<file path="config.mk">
export PLATFORM = sky130hd
export DESIGN_NAME = jssc_parser
export DESIGN_NICKNAME = d
export VERILOG_FILES = /design/src/jssc_pkg.sv /design/src/jssc_parser.sv
export SDC_FILE = /design/constraint.sdc
export NUM_CORES = 1
export LEC_CHECK = 0
export CAP_MARGIN = 20
export CORE_AREA = 3 3 144 146
export DETAILED_ROUTE_END_ITERATION = 8
export DIE_AREA = 0 0 147 149
export DONT_BUFFER_PORTS = 1
export GPL_TIMING_DRIVEN = 1
export PLACE_DENSITY = 0.56
export SYNTH_ARGS = -nofsm -noshare
export SYNTH_HDL_FRONTEND = slang
export SYNTH_SLANG_ARGS = --single-unit
export TNS_END_PERCENT = 50
</file>
<file path="constraint.sdc">
create_clock -name clk_i -period 2.55 [get_ports clk_i]
set_input_delay 0.51 -clock clk_i [delete_from_list [all_inputs] [get_ports clk_i]]
set_output_delay 0.51 -clock clk_i [all_outputs]
set_load 0.05 [all_outputs]
</file>
<file path="src/jssc_pkg.sv">
// jssc_pkg: constants, result type and signature lookup for the jpeg segment checker
// no dependencies; used by the interfaces-facing top level and the parser
`timescale 1ns / 1ps

package jssc_pkg;

  localparam int unsigned CountBitsDef = 32;
  localparam int unsigned RptCountBits = 32;

  localparam logic [15:0] LimitReset = 16'd2048;

  localparam logic [7:0] FillByte   = 8'hFF;
  localparam logic [7:0] StuffByte  = 8'h00;
  localparam logic [7:0] MarkerSoi  = 8'hD8;
  localparam logic [7:0] MarkerEoi  = 8'hD9;
  localparam logic [7:0] RstFirst   = 8'hD0;
  localparam logic [7:0] RstLast    = 8'hD7;
  localparam logic [7:0] AppFirst   = 8'hE0;
  localparam logic [7:0] AppLast    = 8'hEF;
  localparam logic [7:0] MarkerApp1 = 8'hE1;
  localparam logic [7:0] MarkerCom  = 8'hFE;

  localparam logic [2:0] ExifSigLen = 3'd6;
  localparam logic [15:0] ExifMinLen = 16'd8;
  localparam logic [15:0] LenHdrBytes = 16'd2;

  typedef struct packed {
    logic                    bad_header;
    logic                    big_text_segment;
    logic                    bad_exif;
    logic                    trailing_data;
    logic [RptCountBits-1:0] trailing_count;
    logic                    anomaly;
  } rpt_t;

  // "Exif" followed by two zero bytes
  function automatic logic [7:0] exif_sig_byte(input logic [2:0] idx);
    logic [7:0] res;
    case (idx)
      3'd0:    res = 8'h45;
      3'd1:    res = 8'h78;
      3'd2:    res = 8'h69;
      3'd3:    res = 8'h66;
      default: res = 8'h00;
    endcase
    return res;
  endfunction

endpackage

</file>
<file path="src/jssc_parser.sv">
// jssc_parser: marker/segment state machine, one byte per accepted item
// depends on jssc_pkg; gives the report for the current byte combinationally
`timescale 1ns / 1ps

module jssc_parser import jssc_pkg::*; #(
  parameter int unsigned COUNT_BITS = CountBitsDef
) (
  input  logic        clk_i,
  input  logic        rst_ni,
  input  logic        take_i,
  input  logic [7:0]  byte_value_i,
  input  logic        last_byte_i,
  input  logic [15:0] limit_i,
  output rpt_t        rpt_o
);

  typedef enum logic [3:0] {
    ModeSoiFirst,
    ModeSoiSecond,
    ModeScan,
    ModeMarker,
    ModeLenHigh,
    ModeLenLow,
    ModeBody,
    ModeTrail,
    ModeHalt
  } mode_e;

  localparam logic [COUNT_BITS-1:0] CountMax = '1;

  mode_e                 mode_q, mode_d;
  logic [7:0]            marker_q, marker_d;
  logic [7:0]            len_hi_q, len_hi_d;
  logic [15:0]           skip_q, skip_d;
  logic [2:0]            exif_idx_q, exif_idx_d;
  logic                  exif_ok_q, exif_ok_d;
  logic [COUNT_BITS-1:0] cnt_q, cnt_d;
  logic                  hdr_q, hdr_d;
  logic                  big_q, big_d;
  logic                  exif_q, exif_d;
  logic                  trail_q, trail_d;

  logic [15:0]             seg_len;
  logic                    is_text;
  logic                    hdr_fin;
  logic [RptCountBits-1:0] cnt_rpt;

  assign seg_len = {len_hi_q, byte_value_i};
  assign is_text = (marker_q inside {[AppFirst:AppLast]}) || (marker_q == MarkerCom);

  always_comb begin
    mode_d     = mode_q;
    marker_d   = marker_q;
    len_hi_d   = len_hi_q;
    skip_d     = skip_q;
    exif_idx_d = exif_idx_q;
    exif_ok_d  = exif_ok_q;
    cnt_d      = cnt_q;
    hdr_d      = hdr_q;
    big_d      = big_q;
    exif_d     = exif_q;
    trail_d    = trail_q;
    case (mode_q)
      ModeSoiFirst: begin
        if (byte_value_i == FillByte) begin
          mode_d = ModeSoiSecond;
        end else begin
          hdr_d  = 1'b1;
          mode_d = ModeHalt;
        end
      end
      ModeSoiSecond: begin
        if (byte_value_i == MarkerSoi) begin
          mode_d = ModeScan;
        end else begin
          hdr_d  = 1'b1;
          mode_d = ModeHalt;
        end
      end
      ModeScan: begin
        if (byte_value_i == FillByte) begin
          mode_d = ModeMarker;
        end
      end
      ModeMarker: begin
        if (byte_value_i == FillByte) begin
          mode_d = ModeMarker;
        end else if (byte_value_i == StuffByte ||
                     (byte_value_i inside {[RstFirst:RstLast]})) begin
          mode_d = ModeScan;
        end else if (byte_value_i == MarkerEoi) begin
          mode_d = ModeTrail;
        end else begin
          marker_d = byte_value_i;
          mode_d   = ModeLenHigh;
        end
      end
      ModeLenHigh: begin
        len_hi_d = byte_value_i;
        mode_d   = ModeLenLow;
      end
      ModeLenLow: begin
        if (is_text && seg_len > limit_i) begin
          big_d = 1'b1;
        end
        if (seg_len < LenHdrBytes) begin
          mode_d = ModeHalt;
        end else begin
          if (marker_q == MarkerApp1) begin
            exif_idx_d = '0;
            exif_ok_d  = 1'b1;
            if (seg_len < ExifMinLen) begin
              exif_d = 1'b1;
            end
          end
          skip_d = seg_len - LenHdrBytes;
          mode_d = (seg_len == LenHdrBytes) ? ModeScan : ModeBody;
        end
      end
      ModeBody: begin
        if (marker_q == MarkerApp1 && exif_idx_q < ExifSigLen) begin
          if (byte_value_i != exif_sig_byte(exif_idx_q)) begin
            if (exif_ok_q) begin
              exif_d = 1'b1;
            end
            exif_ok_d = 1'b0;
          end
          exif_idx_d = exif_idx_q + 3'd1;
        end
        skip_d = skip_q - 16'd1;
        if (skip_q == 16'd1) begin
          mode_d = ModeScan;
        end
      end
      ModeTrail: begin
        if (cnt_q != CountMax) begin
          cnt_d = cnt_q + 1'b1;
        end
        trail_d = 1'b1;
      end
      default: begin
        mode_d = mode_q;
      end
    endcase
  end

  // a file that ends right after its first byte still lacks the soi marker
  assign hdr_fin = hdr_d || (mode_d == ModeSoiSecond);

  if (COUNT_BITS > RptCountBits) begin : g_cnt_wide
    assign cnt_rpt = (|cnt_d[COUNT_BITS-1:RptCountBits]) ? '1 : cnt_d[RptCountBits-1:0];
  end else if (COUNT_BITS == RptCountBits) begin : g_cnt_equal
    assign cnt_rpt = cnt_d;
  end else begin : g_cnt_narrow
    assign cnt_rpt = {{(RptCountBits-COUNT_BITS){1'b0}}, cnt_d};
  end

  always_comb begin
    rpt_o.bad_header       = hdr_fin;
    rpt_o.big_text_segment = big_d;
    rpt_o.bad_exif         = exif_d;
    rpt_o.trailing_data    = trail_d;
    rpt_o.trailing_count   = cnt_rpt;
    rpt_o.anomaly          = hdr_fin | big_d | exif_d | trail_d;
  end

  always_ff @(posedge clk_i or negedge rst_ni) begin
    if (!rst_ni) begin
      mode_q     <= ModeSoiFirst;
      marker_q   <= '0;
      len_hi_q   <= '0;
      skip_q     <= '0;
      exif_idx_q <= '0;
      exif_ok_q  <= 1'b1;
      cnt_q      <= '0;
      hdr_q      <= 1'b0;
      big_q      <= 1'b0;
      exif_q     <= 1'b0;
      trail_q    <= 1'b0;
    end else if (take_i) begin
      if (last_byte_i) begin
        mode_q     <= ModeSoiFirst;
        marker_q   <= '0;
        len_hi_q   <= '0;
        skip_q     <= '0;
        exif_idx_q <= '0;
        exif_ok_q  <= 1'b1;
        cnt_q      <= '0;
        hdr_q      <= 1'b0;
        big_q      <= 1'b0;
        exif_q     <= 1'b0;
        trail_q    <= 1'b0;
      end else begin
        mode_q     <= mode_d;
        marker_q   <= marker_d;
        len_hi_q   <= len_hi_d;
        skip_q     <= skip_d;
        exif_idx_q <= exif_idx_d;
        exif_ok_q  <= exif_ok_d;
        cnt_q      <= cnt_d;
        hdr_q      <= hdr_d;
        big_q      <= big_d;
        exif_q     <= exif_d;
        trail_q    <= trail_d;
      end
    end
  end

`ifndef ASSERT_OFF
  a_body_skip_nonzero: assert property (@(posedge clk_i) disable iff (!rst_ni)
    mode_q == ModeBody |-> skip_q != 16'd0)
    else $error("body state with no bytes left");

  a_exif_idx_range: assert property (@(posedge clk_i) disable iff (!rst_ni)
    exif_idx_q <= ExifSigLen)
    else $error("exif index past signature");

  a_exif_mismatch_flagged: assert property (@(posedge clk_i) disable iff (!rst_ni)
    !exif_ok_q |-> exif_q)
    else $error("exif mismatch without flag");
`endif

endmodule

</file>
After elaboration in Yosys (flattened, before gate mapping)
Index checks and enable logic that the tools add are counted.
W data, S select, Z words.
{ "word_totals": {"in_bits": 28, "register_bits": 76, "out_inout_bits": 37, "wordCells": 126} }
{ "op_classes": {"order_cmp": 8, "n_eq_ne": 27, "bitwise": 3, "n_reduce_logical": 18, "n_mux": 55, "n_addsub": 4} }
{ "op_table": {"columns": ["cell", "count"], "rows": [
  ["$mux W32", 3],
  ["$mux W8", 9],
  ["$eq A8 B8 Y1 const B", 5],
  ["$add A32 B1 Y32 const B", 1],
  ["$mux W16", 2],
  ["$ne A32 B32 Y1 const B", 1],
  ["$pmux W16 S2", 1],
  ["$pmux W4 S7", 1],
  ["$pmux W7 S4", 1],
  ["$mux W4", 6],
  ["$mux W3", 7],
  ["$mux W1", 20],
  ["$eq A16 B1 Y1 const B", 1],
  ["$eq A16 B2 Y1 const B", 1],
  ["$eq A4 B3 Y1 const B", 4],
  ["$ge A8 B8 Y1 const B", 2],
  ["$gt A16 B16 Y1", 1],
  ["$le A8 B8 Y1 const B", 2],
  ["$lt A16 B2 Y1 const B", 1],
  ["$lt A16 B4 Y1 const B", 1],
  ["$sub A16 B1 Y16 const B", 1],
  ["$sub A16 B2 Y16 const B", 1],
  ["$ne A3 B3 Y1 const B", 4],
  ["$reduce_and A5 Y1", 2],
  ["other kinds (22)", 37]
]} }

Logic depth before layout (Yosys ltp)
{ "depth": {"word_depth": 11, "depth_mapped": 10, "ltp_nobuf": 8} }

Least setup slack after synthesis
OpenSTA, ideal clock, no wires.
{ "synth_timing": {"kind": "register to output", "from": "reg exif_idx_q[0]", "to": "out rpt_o[0] (netlist name)", "required_ns": 2.040, "arrival_time_ns": 2.560, "path_slack_ns": -0.520, "path_stages_with_launch": 9, "cell_sequence": "dfrtp_1 > ha_1 > ha_1 > nor2_1 > and3_1 > o21ai_0 > a2111oi_0 > o21ai_0 > or4_1"} }
{ "synth_lines": {"columns": ["item", "line", "source"], "rows": [
  ["from (decl)", "jssc_parser.sv:35", "logic [2:0] exif_idx_q, exif_idx_d;"],
  ["from (signal assigned)", "jssc_parser.sv:198", "exif_idx_q <= exif_idx_d;"],
  ["to (decl)", "jssc_parser.sv:14", "output rpt_t rpt_o"]
]} }

==> impl_results.md <==
- Status: finished, violations left
- Failing checks: setup timing
- YS warnings: 0
- Syn avg cell area: ~8.5 um^2
- First-pass GRT wire length: approximately 31 mm
- Yosys reg bits: 76
- Wl on met1: 8.78 mm
- Die Ht: 149 um
- Power Density: a little under 400 nW/um^2
- Setup ws final: -0.607 ns
- Top FF cell, synth: dfrtp_1
- Die area: 21900 um^2
- Final number of setup-violating endpoints: 36
- Post-placement worst setup slack: -0.537 ns
- Std cell rows: 51
- Clock sinks: 76
- Final Max Slew Viols: 0
- Rel. slew slack: 63.9%
- Met2 WL post-DR: about 9.5 mm
- Clk slew on worst S/H paths: around 0.07 ns
- Antenna Cells: 0
- Core ar.: ~20000 um^2
- Design area: 9190 um^2
- CTS Buf Count: 9
- First DRT Iteration DRCs: 383
- CP endpoint kind: primary output
- Critical path arrival: 2.65 ns
- Drt drc: 0
- Final min period: between 3 and 4 ns
- Mapped Cells: approximately 690
- First-pass detailed-route iteration total: 5
- Vias in the first global route: slightly below 6k
- Crit Path Category: reg2out
- Port Buffers: 0
- Area grow syn2layout: 57.0%
- Maximum Capacitance Violations: 0
- Routed wire length: 19.6 mm
- Netlist Area Pre-Place: 5860 um^2
- Max layer used: met4
- RSZ-0062 raised after global routing: yes
- H-tree depth: 3
- TritonCTS clock tree: built
- Worst-margin pin slew: 0.541 ns
- Skew final: 0.00955 ns
- DP HPWL: 13.0 mm
- EDFF count, synth: 0
- Total track usage: 17.7%
- Tot Pwr: 3.59 mW
- Layout cells sized above 1: 41.8%
- Via count: about 5.9k
- Final hold vios: 0
- Setup crit start kind: flip-flop
- Placed Area: ~7700 um^2
- Asr flop ratio synth: 100%
- Leak: about 4.0 nW
- Met3 WL: 977 um
- Die W: 147 um
- Fmax: 317 MHz
- Tightest Hold Check Type: in2async
- GR Overflow Total: 0
- Nets: 901
- Largest net degree at the start of global routing: 77
- Initial Util: 30.0%
- Max VDD drop: 0.338 mV
- Post-route clock period utilization: 124%
- Netlist cell types: 73
- Root buffer cell: clkbuf_16
- Register-to-Register Path Depth: 10
- Insertion delay of the later-clocked pin in the worst-skew pair: approximately 0.35 ns
- Final ANT Viol Nets: 0
- Seq/Total Area, Yosys: between 30% and 40%
- Syn_nets: 743
- Initial antenna violation count: 0
- Vias per cell: 5.31
- Wire length per cell: 17.6 um
- Worst reg2reg setup slack: between 0.2 and 0.3 ns
- Req. time, crit path: 2.04 ns
- Top Ports: 65
- Crit Path Max Fanout: 5
- Deepest clock path buffer count: 2
- Routability-driven placement congestion ratio: 0.843
## layer usage
| layer | vias to the layer above | global-route usage [%] |
|---|---|---|
| met5 | - | 0 |
| met1 | 2913 | 23.7 |
| met4 | 0 | 5.08 |
| met3 | 27 | 3.74 |
| li1 | 2862 | - |
| met2 | 127 | 28.9 |
## state kept, by name, summed over array words and instances, names as in the netlist, 3 cells and up
signal,cells
cnt_q,32
skip_q,16
len_hi_q,8
marker_q,8
mode_q,4
exif_idx_q,3
## path summary, 6_finish.rpt
check | start | end
setup / recovery | exif_idx_q[0] | rpt_o[0]
hold / removal | rst_ni | cnt_q[28]
setup reg to reg | cnt_q[28] | cnt_q[23]
hold reg to reg | exif_ok_q | exif_ok_q
max in group asynchronous | rst_ni | exif_ok_q
min in group clk_i | take_i | hdr_q
## logic make-up (layout without fill, tap and decap cells)
| kind of cell | Yosys count | in the layout | share of synthesized area, % |
|---|---|---|---|
| xor gates and xnor gates | 46 | 46 | 6.88 |
| AOI/OAI and AO/OA | 189 | 189 | 20.6 |
| muxes | 21 | 21 | 4.02 |
| DFF | 76 | 76 | 32.5 |
| adders and majority gates | 26 | 26 | 5.55 |
| and+or+nand+nor | 250 | 250 | 24.2 |
| buffers and inverters | 81 | 244 | 6.22 |
## critical path, cell delays in order (launching register included)
cell and delay [ns]:
dfrtp_2 0.47, ha_4 0.21, nor4b_2 0.21, a31oi_1 0.08, a2bb2oi_2 0.16, a2111oi_4 0.35, buf_4 0.19, o21ai_4 0.06
or4_4 0.55
## cell usage after synthesis (4+ instances only)
cell	number	area share, %
nor2b_1	8	0.85
nand3_1	24	2.1
a21o_1	7	0.90
clkbuf_1	26	1.7
inv_1	31	2.0
and3_1	12	1.3
xnor2_1	28	4.2
a211oi_1	5	0.64
a22o_1	6	0.90
nor3_1	21	1.8
ha_1	26	5.6
mux2_2	20	3.8
dfrtp_1	75	32
buf_4	8	1.0
o21ai_0	60	5.1
a21oi_1	35	3.0
o31ai_1	23	2.9
o22ai_1	5	0.53
or3_1	6	0.64
and4_1	13	1.9
nand2_1	52	3.3
xor2_1	18	2.7
and2_1	7	0.75
nor4_1	7	0.75
nor2_1	49	3.1
nand4_1	19	2.0
a41oi_1	6	0.90
nand2b_1	4	0.43
a31oi_1	13	1.4
a2111oi_0	4	0.60
buf_2	9	0.77
or4_1	5	0.64
## per-stage QoR
stage               setup TNS (ns)  hold WS (ns)  std cells  utilization, %
floorplan                    -2.41         0.214        689               -
global placement            -0.864         0.217       1055            39.2
detailed placement           -1.04         0.217       1055            39.2
CTS                          -7.93        0.0651       1103            44.8
global route                -11.41        0.0680       1117            47.1
finish                       -8.89        0.0334       1117            47.1
## timing repair
item	CTS	global route
buffers inserted	30	17
pin swaps	41	38
gates resized for setup	102	62
hold buffers	1	0
endpoints found under the setup margin	37	36
gates cloned	2	1
hold endpoints to repair	76	0
## report_power, final
part / total [mW] / internal (mW) / switching [mW]
combinational: 0.832 / 0.394 / 0.438
clock: 1.43 / 0.884 / 0.546
sequential: 1.33 / 1.27 / 0.0602
## layout by cell type (no fill, tap or decap), types with 6 or more instances in the layout
| cell type | instances |
|---|---|
| clkbuf_16 | 10 |
| a21oi_1 | 34 |
| o31ai_1 | 23 |
| nand2_1 | 47 |
| and4_1 | 8 |
| nand4_1 | 19 |
| nand3_4 | 9 |
| xor2_1 | 13 |
| dfrtp_1 | 72 |
| and3_1 | 8 |
| inv_1 | 28 |
| a31oi_1 | 12 |
| buf_4 | 144 |
| xnor2_4 | 16 |
| xnor2_2 | 8 |
| ha_4 | 7 |
| buf_6 | 28 |
| mux2_2 | 19 |
| a22o_1 | 6 |
| buf_12 | 17 |
| nor2_1 | 42 |
| nor4_4 | 7 |
| nor3_1 | 16 |
| o21ai_0 | 54 |
| nor2b_1 | 7 |
| nand3_1 | 12 |
| a21o_1 | 7 |
| ha_1 | 18 |
## cell type report
cell class / instances / area, um^2
Fill cell: 1843 / 10300
Multi-Input combinational cell: 532 / 4630
Sequential cell: 76 / 1910
Timing Repair Buffer: 195 / 1870
Tap cell: 265 / 332
Clock buffer: 10 / 239
Inverter: 33 / 126
Clock inverter: 6 / 87.6
No activity file was read; power rests on OpenSTA's default activity.
